==> src/rtl/hrc_pkg.sv <==
// ----------------------------------------------------------------------------
// hrc_pkg
// Types, constants and elaboration helpers shared by the Hamming row codec.
// ----------------------------------------------------------------------------
package hrc_pkg;

   localparam int WORD_W = 38;
   localparam int SYN_W  = 6;
   localparam int CSR_W  = 3;
   localparam int BYTE_W = 8;

   localparam logic OP_ENCODE = 1'b0;
   localparam logic OP_DECODE = 1'b1;

   typedef struct packed {
      logic              operation;
      logic [WORD_W-1:0] payload;
   } hrc_req_type;

   typedef struct packed {
      logic [WORD_W-1:0] result_word;
      logic [SYN_W-1:0]  syndrome;
      logic              corrected;
      logic              syndrome_out_of_range;
   } hrc_rsp_type;

   // Smallest r with 2^r >= k + r + 1.
   function automatic int hrc_check_count(input int k);
      int r;
      r = 0;
      for (int i = 0; i < 8; i++) begin
         if ((1 << r) < k + r + 1) begin
            r = r + 1;
         end
      end
      return r;
   endfunction

   // Power-of-two positions carry check bits.
   function automatic logic hrc_is_check_pos(input int p);
      return ((p & (p - 1)) == 0);
   endfunction

endpackage

==> src/rtl/hrc_core.sv <==
// ----------------------------------------------------------------------------
// hrc_core
// Combinational encode and decode for every row size, selected by the size
// captured with the word.
// ----------------------------------------------------------------------------
module hrc_core #(
   parameter int MAX_BYTES = 4
) (
   input  hrc_pkg::hrc_req_type        req,
   input  logic [hrc_pkg::CSR_W-1:0]   row_bytes,
   output hrc_pkg::hrc_rsp_type        rsp
);
   import hrc_pkg::*;

   localparam int KMAX = MAX_BYTES * BYTE_W;
   localparam int NW   = KMAX + hrc_check_count(KMAX);

   logic [NW-1:0] word_ext;
   hrc_rsp_type   lane_rsp [1:MAX_BYTES];

   assign word_ext = NW'(req.payload);

   for (genvar gb = 1; gb <= MAX_BYTES; gb++) begin : g_lane
      localparam int K = gb * BYTE_W;
      localparam int R = hrc_check_count(K);
      localparam int N = K + R;

      logic [K-1:0]     enc_data;
      logic [N-1:0]     enc_cw;
      logic [R-1:0]     enc_chk;
      logic [N-1:0]     dec_cw;
      logic [N-1:0]     fix_cw;
      logic [K-1:0]     dec_data;
      logic [SYN_W-1:0] syn;
      logic             oor;

      // Encode: place data bits, then fill the check positions.
      always_comb begin
         int di;
         di       = 0;
         enc_data = word_ext[K-1:0];
         enc_cw   = '0;
         for (int p = 1; p <= N; p++) begin
            if (!hrc_is_check_pos(p)) begin
               enc_cw[N-p] = enc_data[K-1-di];
               di = di + 1;
            end
         end
         for (int i = 0; i < R; i++) begin
            enc_chk[i] = 1'b0;
            for (int p = 1; p <= N; p++) begin
               if (((p >> i) & 1) == 1) begin
                  enc_chk[i] = enc_chk[i] ^ enc_cw[N-p];
               end
            end
         end
         for (int i = 0; i < R; i++) begin
            enc_cw[N-(1<<i)] = enc_chk[i];
         end
      end

      // Decode: syndrome, single flip, strip check positions.
      always_comb begin
         int di;
         di     = 0;
         dec_cw = word_ext[N-1:0];
         for (int i = 0; i < SYN_W; i++) begin
            syn[i] = 1'b0;
            for (int p = 1; p <= N; p++) begin
               if (((p >> i) & 1) == 1) begin
                  syn[i] = syn[i] ^ dec_cw[N-p];
               end
            end
         end
         oor = (syn > SYN_W'(N));
         // an out-of-range or zero syndrome matches no position
         for (int p = 1; p <= N; p++) begin
            fix_cw[N-p] = dec_cw[N-p] ^ (syn == SYN_W'(p));
         end
         dec_data = '0;
         for (int p = 1; p <= N; p++) begin
            if (!hrc_is_check_pos(p)) begin
               dec_data[K-1-di] = fix_cw[N-p];
               di = di + 1;
            end
         end
      end

      always_comb begin
         if (req.operation == OP_ENCODE) begin
            lane_rsp[gb].result_word           = WORD_W'(enc_cw);
            lane_rsp[gb].syndrome              = '0;
            lane_rsp[gb].corrected             = 1'b0;
            lane_rsp[gb].syndrome_out_of_range = 1'b0;
         end else begin
            lane_rsp[gb].result_word           = WORD_W'(dec_data);
            lane_rsp[gb].syndrome              = syn;
            lane_rsp[gb].corrected             = (syn != '0) && !oor;
            lane_rsp[gb].syndrome_out_of_range = oor;
         end
      end
   end

   // row_bytes is already clamped to 1..MAX_BYTES
   always_comb begin
      rsp = lane_rsp[1];
      for (int b = 2; b <= MAX_BYTES; b++) begin
         if (row_bytes == CSR_W'(b)) begin
            rsp = lane_rsp[b];
         end
      end
   end

endmodule

==> src/rtl/hamming_row_codec_top.sv <==
// ----------------------------------------------------------------------------
// hamming_row_codec_top
// Path: a word accepted into req_ff is encoded or decoded by hrc_core and
// registered in rsp_ff, from where it shows on rsp_word with rsp_strobe.
// Throughput: one word per cycle whenever busy is low; busy drops after reset.
// Reset: synchronous; busy is high for the cycle after reset, row size
// returns to one byte and no result strobes until new words arrive.
// ----------------------------------------------------------------------------
module hamming_row_codec_top #(
   parameter int MAX_BYTES = 4
) (
   input  logic                        clock,
   input  logic                        reset,
   input  logic                        start,
   output logic                        busy,
   input  hrc_pkg::hrc_req_type        req_word,
   output logic                        rsp_strobe,
   output hrc_pkg::hrc_rsp_type        rsp_word,
   input  logic                        csr_valid,
   output logic                        csr_ready,
   input  logic [hrc_pkg::CSR_W-1:0]   csr_wdata
);
   import hrc_pkg::*;

   logic               busy_ff;
   logic               req_valid_ff;
   logic               rsp_strobe_ff;
   logic [CSR_W-1:0]   row_bytes_ff;
   logic [CSR_W-1:0]   row_bytes_in;
   hrc_req_type        req_ff;
   logic [CSR_W-1:0]   req_size_ff;
   hrc_rsp_type        rsp_in;
   hrc_rsp_type        rsp_ff;
   logic               accept;

   assign accept = start && !busy_ff;

   // clamp the row size on write
   always_comb begin
      if (csr_wdata == '0) begin
         row_bytes_in = CSR_W'(1);
      end else if (csr_wdata > CSR_W'(MAX_BYTES)) begin
         row_bytes_in = CSR_W'(MAX_BYTES);
      end else begin
         row_bytes_in = csr_wdata;
      end
   end

   always_ff @(posedge clock) begin
      if (reset) begin
         busy_ff       <= 1'b1;
         req_valid_ff  <= 1'b0;
         rsp_strobe_ff <= 1'b0;
         row_bytes_ff  <= CSR_W'(1);
      end else begin
         busy_ff       <= 1'b0;
         req_valid_ff  <= accept;
         rsp_strobe_ff <= req_valid_ff;
         if (csr_valid && csr_ready) begin
            row_bytes_ff <= row_bytes_in;
         end
      end
   end

   // hold the word and its row size together
   always_ff @(posedge clock) begin
      if (accept) begin
         req_ff      <= req_word;
         req_size_ff <= row_bytes_ff;
      end
      if (req_valid_ff) begin
         rsp_ff <= rsp_in;
      end
   end

   hrc_core #(
      .MAX_BYTES (MAX_BYTES)
   ) u_core (
      .req       (req_ff),
      .row_bytes (req_size_ff),
      .rsp       (rsp_in)
   );

   assign busy       = busy_ff;
   assign csr_ready  = !busy_ff;
   assign rsp_strobe = rsp_strobe_ff;
   assign rsp_word   = rsp_ff;

endmodule

==> config.mk <==
export PLATFORM = sky130hd
export DESIGN_NAME = hamming_row_codec_top
export DESIGN_NICKNAME = d
export VERILOG_FILES = /design/src/rtl/hrc_pkg.sv /design/src/rtl/hrc_core.sv /design/src/rtl/hamming_row_codec_top.sv
export SDC_FILE = /design/constraint.sdc
export NUM_CORES = 1
export LEC_CHECK = 0
export BUFFER_PORTS_ARGS = -buffer_cell sky130_fd_sc_hd__buf_2
export CAP_MARGIN = 20
export CELL_PAD_IN_SITES_DETAIL_PLACEMENT = 2
export CELL_PAD_IN_SITES_GLOBAL_PLACEMENT = 2
export CORE_ASPECT_RATIO = 0.9
export CORE_MARGIN = 3
export CORE_UTILIZATION = 42
export CTS_BUF_LIST = sky130_fd_sc_hd__clkbuf_4 sky130_fd_sc_hd__clkbuf_8
export CTS_CLUSTER_SIZE = 20
export DETAILED_ROUTE_END_ITERATION = 10
export PLACE_DENSITY = 0.89
export SYNTH_ARGS = -nofsm -noshare
export SYNTH_HDL_FRONTEND = slang
export SYNTH_SLANG_ARGS = --single-unit
==> constraint.sdc <==
create_clock -name clock -period 6.5 [get_ports clock]
set_input_delay 0.325 -clock clock [delete_from_list [all_inputs] [get_ports clock]]
set_output_delay 0.325 -clock clock [all_outputs]
set_load 0.05 [all_outputs]
* After elaboration in Yosys (flattened, before gate mapping)
Cells that the tools add are included.
** Storage, ports and cells
- Register bits :: 94
- Bits of input ports :: 46
- Output and inout port bits :: 49
- Word-level logic and storage cells :: 589
** Operators by class
- Magnitude comparators :: 5
- Eq/ne operators :: 83
- Muxes and demuxes :: 10
- Bitwise gates (word level) :: 464
- Reduce and logical (&&, ||, !) cells :: 16
** Operators with widths (count)
- 1-bit bitwise XOR :: 464
- 46-bit two-way mux :: 4
- 5-bit == test (second input constant) :: 18
- 6-bit by 5-bit == test with 1-bit output (second input constant) :: 15
- 5-bit by 4-bit == test with 1-bit output (second input constant) :: 14
- 6-bit by 4-bit == test with 1-bit output (second input constant) :: 7
- 37-bit two-way mux :: 1
- 6-bit == test (second input constant) :: 6
- 5-bit by 3-bit == test with 1-bit output (second input constant) :: 6
- 29-bit two-way mux :: 1
- 6-bit nonzero test :: 4
- 20-bit two-way mux :: 1
- 6-bit by 3-bit == test with 1-bit output (second input constant) :: 3
- 4-bit == test (second input constant) :: 4
- 4-bit by 3-bit == test with 1-bit output (second input constant) :: 3
- 5-bit by 2-bit == test with 1-bit output (second input constant) :: 2
- 5-bit greater-than comparator (second input constant) :: 2
- 3-bit by 2-bit == test with 1-bit output (second input constant) :: 2
- 6-bit by 2-bit == test with 1-bit output (second input constant) :: 1
- 6-bit greater-than comparator (second input constant) :: 1
- 1-bit logical AND :: 6
- 3-bit two-way mux :: 2
- 1-bit zero test :: 5
- 4-bit by 2-bit == test with 1-bit output (second input constant) :: 1
- 5 further kinds :: 5

* Depth between registers and ports, before layout
- Depth after elaboration :: 23
- Gate-level depth with buffers :: 10
- Gate-level depth less buffers :: 8

* Cells and area by module
From an unflattened synthesis, not the netlist that was laid out.
** Unflattened totals
- Cells, all modules :: 730
- Area, all modules :: 7788.7 um2
** By module, submodules not included
- hrc_core :: times used 1, cells an instance 623, area an instance 4937.2 um2, sequential area each 0.0 um2
- hamming_row_codec_top :: times used 1, cells an instance 107, area an instance 2851.5 um2, sequential area each 2762.6 um2

* Worst setup path after synthesis
No wires, ideal clock.
- Path kind :: register to register
- Start :: register req_ff[3] (netlist name)
- End :: register rsp_ff (netlist bit rsp_word[21]) (data pin)
- Library setup time :: 0.259 ns
- Arrival :: 3.071 ns
- Data required time :: 6.241 ns
- Path slack :: 3.170 ns
- Stages on the path, launching flop included :: 11
- Buffers on the path :: 2
- Clock period less this slack :: 3.330 ns
- Cells stage by stage :: edfxtp_1 buf_2 xnor3_2 xnor2_1 xnor2_1 xnor3_2 or2_1 buf_2 or3_1 xnor2_1 a211o_1
** RTL lines
- start, declared :: line hamming_row_codec_top.sv:30 : hrc_req_type req_ff;
- start signal, assigned :: line hamming_row_codec_top.sv:68 : req_ff <= req_word;
- end signal, assigned :: line hamming_row_codec_top.sv:72 : rsp_ff <= rsp_in;
- end, declared :: line hamming_row_codec_top.sv:33 : hrc_rsp_type rsp_ff;

==> impl_metrics.yaml <==
worst_setup_path:
  r2r-start: "req_ff[3]"
  endpoint_kind: "register"
  cp_slowest_stage_delay_ps: 760
  path_cells: "xnor3_2 > xnor2_1 > xnor2_1 > xnor3_2 > or2_1 > or3_1 > xnor2_1 > a211o_1"
  worst-setup-path-type: "register to register"
  cp_common_cell: "xnor2_1"
  cp_slowest_cell: "edfxtp_1"
  cp_max_fo: 8
  worst_setup_path_start_kind: "register"
  critPathRequiredTime_ps: 6640
  critPathLaunch: "req_ff[3]"
  crit_buf_inv: 0
  cp_top_family: "XOR/XNOR gates"
  crit_cells: 8
  cp_data_arrival_time_ps: 4330
  rr_worst_depth: 8
sta:
  setup_slack_ps: 2310
  post-route-min-period_ps: 4190
  holdWs_ps: 93.5
  fin_crit_sh_pct: 64.5
  setup_viol: 0
  max_freq_mhz: 239
  maxSlewViolCount: 0
  worstMarginPinSlew_ps: 1010
  skew_ps: 20.1
  hold_viol_final: 0
  fin_tns_setup_ps: 0
  slew_headroom_pct: 32.7
  rsz0062_at_grt: "false"
grt:
  grt_overflow: 0
  grt_pass1_wl_mm: 44.5
  grt_max_degree: 48
  antenna_found_initial: 0
  grt_use_total_pct: 31.4
  grt_pass1_vias: 6660
synth:
  synth_compound_gate_area_share_pct: 11.2
  syn_avg_cell_area_sq_um: 10.3
  syn-cell-area_sq_um: 7320
  synth_edf_count: 88
  synth_xor_xnor_area_share_pct: 33.2
  async_reset_ff_share_pct: 0
  synth-seq-cells: 94
  synthTopCellsByCount: "xnor2_1 (136), edfxtp_1 (88), nor2_1 (57)"
  synth_top_area_share_pct: 36.1
  synth_top_cell_by_area: "edfxtp_1"
  synth.most_common_cell: "xnor2_1"
  yosysWarnings: 0
  synth-simple-area-share_pct: 14.1
  synthDistinctLibCells: 56
  synthAdderAreaFrac_pct: 0
  synth_ff_type: "edfxtp_1"
  synth.area.mux_share_pct: 0.273
  synth_cells: 709
  synth_top_family_by_area: "XOR/XNOR gates"
  synth_fp_nets: 755
  synth_seq_area_share_pct: 37.7
  synth_area_leaders: "edfxtp_1 (36%), xnor2_1 (16%), xnor3_1 (6.8%)"
routing:
  top_layer: "met4"
  firstDrtPassIters: 5
  met3RoutedLength_mm: 2.50
  vias: 6204
  drt-met1-wl_mm: 12.3
  totalWireLength_mm: 30.0
  avgViaCountPerCell: 6.15
  drt_iter0_markers: 678
  drc_errors: 0
  dr_wl_met2_mm: 14.3
  routedWlPerCell_um: 29.8
  antenna_left: 0
clock_network:
  clk_latency_ps: 400
  cts_buffers: 9
  clkSinkCount: 94
  tritoncts: "built"
  postCtsSetupBuffers: 0
  postCtsHoldBufs: 0
  root_buffer: "clkbuf_8"
  cts.clk_slew.worst_paths_ps: 110
  cts_buffer_depth: 2
  htree_levels: 3
  post_cts_resized: 0
placed_design:
  hpwl_mm: 22.4
  preCtsSetupSlack_ps: 2430
  gp_congestion: 0.950
  place_area_sq_um: 7910
  placed_cells: 990
  numPortBuffers: 94
pwr:
  peakVddDrop_mv: 0.176
  cellPowerDensity_nw_per_um2: 278
  p_leak_nw: 3.01
job:
  maxCapViolCount: 0
floorplan:
  start_util_pct: 43.1
  die_h_um: 131
  ios: 95
  num_rows: 45
  die_w_um: 145
  core_area_sq_um: 17000
  dieArea_sq_um: 19100
final_layout:
  seqCellArea_sq_um: 2760
  syn_to_final_growth_pct: 11.3
  fill_cells: 1839
  drive_above_1_share_pct: 17.7
  design.final.nets: 814
  final_cells: 1008
  antenna_cells: 0
  fin_area_sq_um: 8150
  multiInputGateArea_sq_um: 4310
worst_hold_path:
  hold_path.startpoint: "req_word[21]"
  min_path_type: "input pin to register"
  hold_depth: 1
status:
  status: "complete, no violations"
==> cell usage in the layout (no fill, tap or decap), types with 4 or more instances in the layout <==
cell,Yosys,final
nor4_1,7,7
xnor2_1,136,136
a31oi_1,6,6
and3_1,6,6
buf_2,19,94
a211oi_1,5,5
nor2_1,57,57
nand2_1,47,47
a22oi_1,16,16
o22ai_1,5,5
clkbuf_8,0,9
o221ai_1,6,6
o22a_1,5,5
nand3_1,17,17
a21oi_1,15,15
nor2b_1,9,8
xor2_1,52,52
xnor2_2,5,5
a31o_2,6,6
inv_1,5,5
a221oi_1,4,4
nand2b_1,9,9
dfxtp_1,6,5
xnor3_1,22,22
edfxtp_1,88,88
o21ai_0,14,14
a211o_1,5,5
nand4_1,4,4
or3_1,8,8
and2_1,8,8
or4_1,6,6
nor3_1,30,30
buf_4,0,7
xor3_1,5,5
o211ai_1,8,8
==> layer usage <==
metal,up-vias,GRT usage (%)
li1,2647,-
met1,3178,42.3
met2,318,51.1
met3,61,5.97
met4,0,10.7
met5,-,0
==> flip-flops by register name (all words and copies together) (netlist names) <==
name	cells
rsp_strobe	1
row_bytes_ff	3
rsp_word	46
req_ff	39
busy	1
req_size_ff	3
req_valid_ff	1
==> worst reg2reg max path, delay by kind of cell, from the launching register on <==
kind	cells	cell delay [ps]
compound gates	1	320
simple gates	2	860
flops	1	760
xor+xnor	5	2000
==> cells by family (layout without fill, tap and decap cells) <==
logic type / after synthesis / after routing
XOR/XNOR: 224 / 224
AND/OR/NAND/NOR: 214 / 214
AO/OA/AOI/OAI: 115 / 115
flip-flops: 94 / 94
buffers and inverters: 60 / 124
multiplexers: 2 / 2
==> power breakdown <==
group	total, mW	switching (mW)	internal, mW
Clock	0.427	0.240	0.186
Sequential	0.733	0.0419	0.691
Combinational	1.11	0.746	0.363
Total	2.27	1.03	1.24
==> metrics by stage <==
step | utilization, % | total power [mW]
floorplan | - | 1.47
CTS | 47.7 | 2.24
global route | 48.0 | 2.35
detailed placement | 46.5 | 1.81
finish | 48.0 | 2.27
global placement | 46.5 | 1.76
==> final timing paths <==
| path | endpoint | slack, ps |
|---|---|---|
| worst min register to register | req_size_ff[2] | 450 |
| worst max-delay path | rsp_word[21] | 2310 |
| worst min-delay path | req_ff[21] | 90 |
| worst max register to register | rsp_word[21] | 2310 |
==> area by class of cell <==
type                       instances  share of cell area, %
multi-input combinational        555                   52.9
tap                              235                   3.61
sequential                        94                   33.9
clock inverter                     6                  0.875
clock buffer                      10                   1.61
timing repair buffer             103                   6.91
inverter                           5                  0.230
Note: power is estimated with default switching activity, not from simulation.
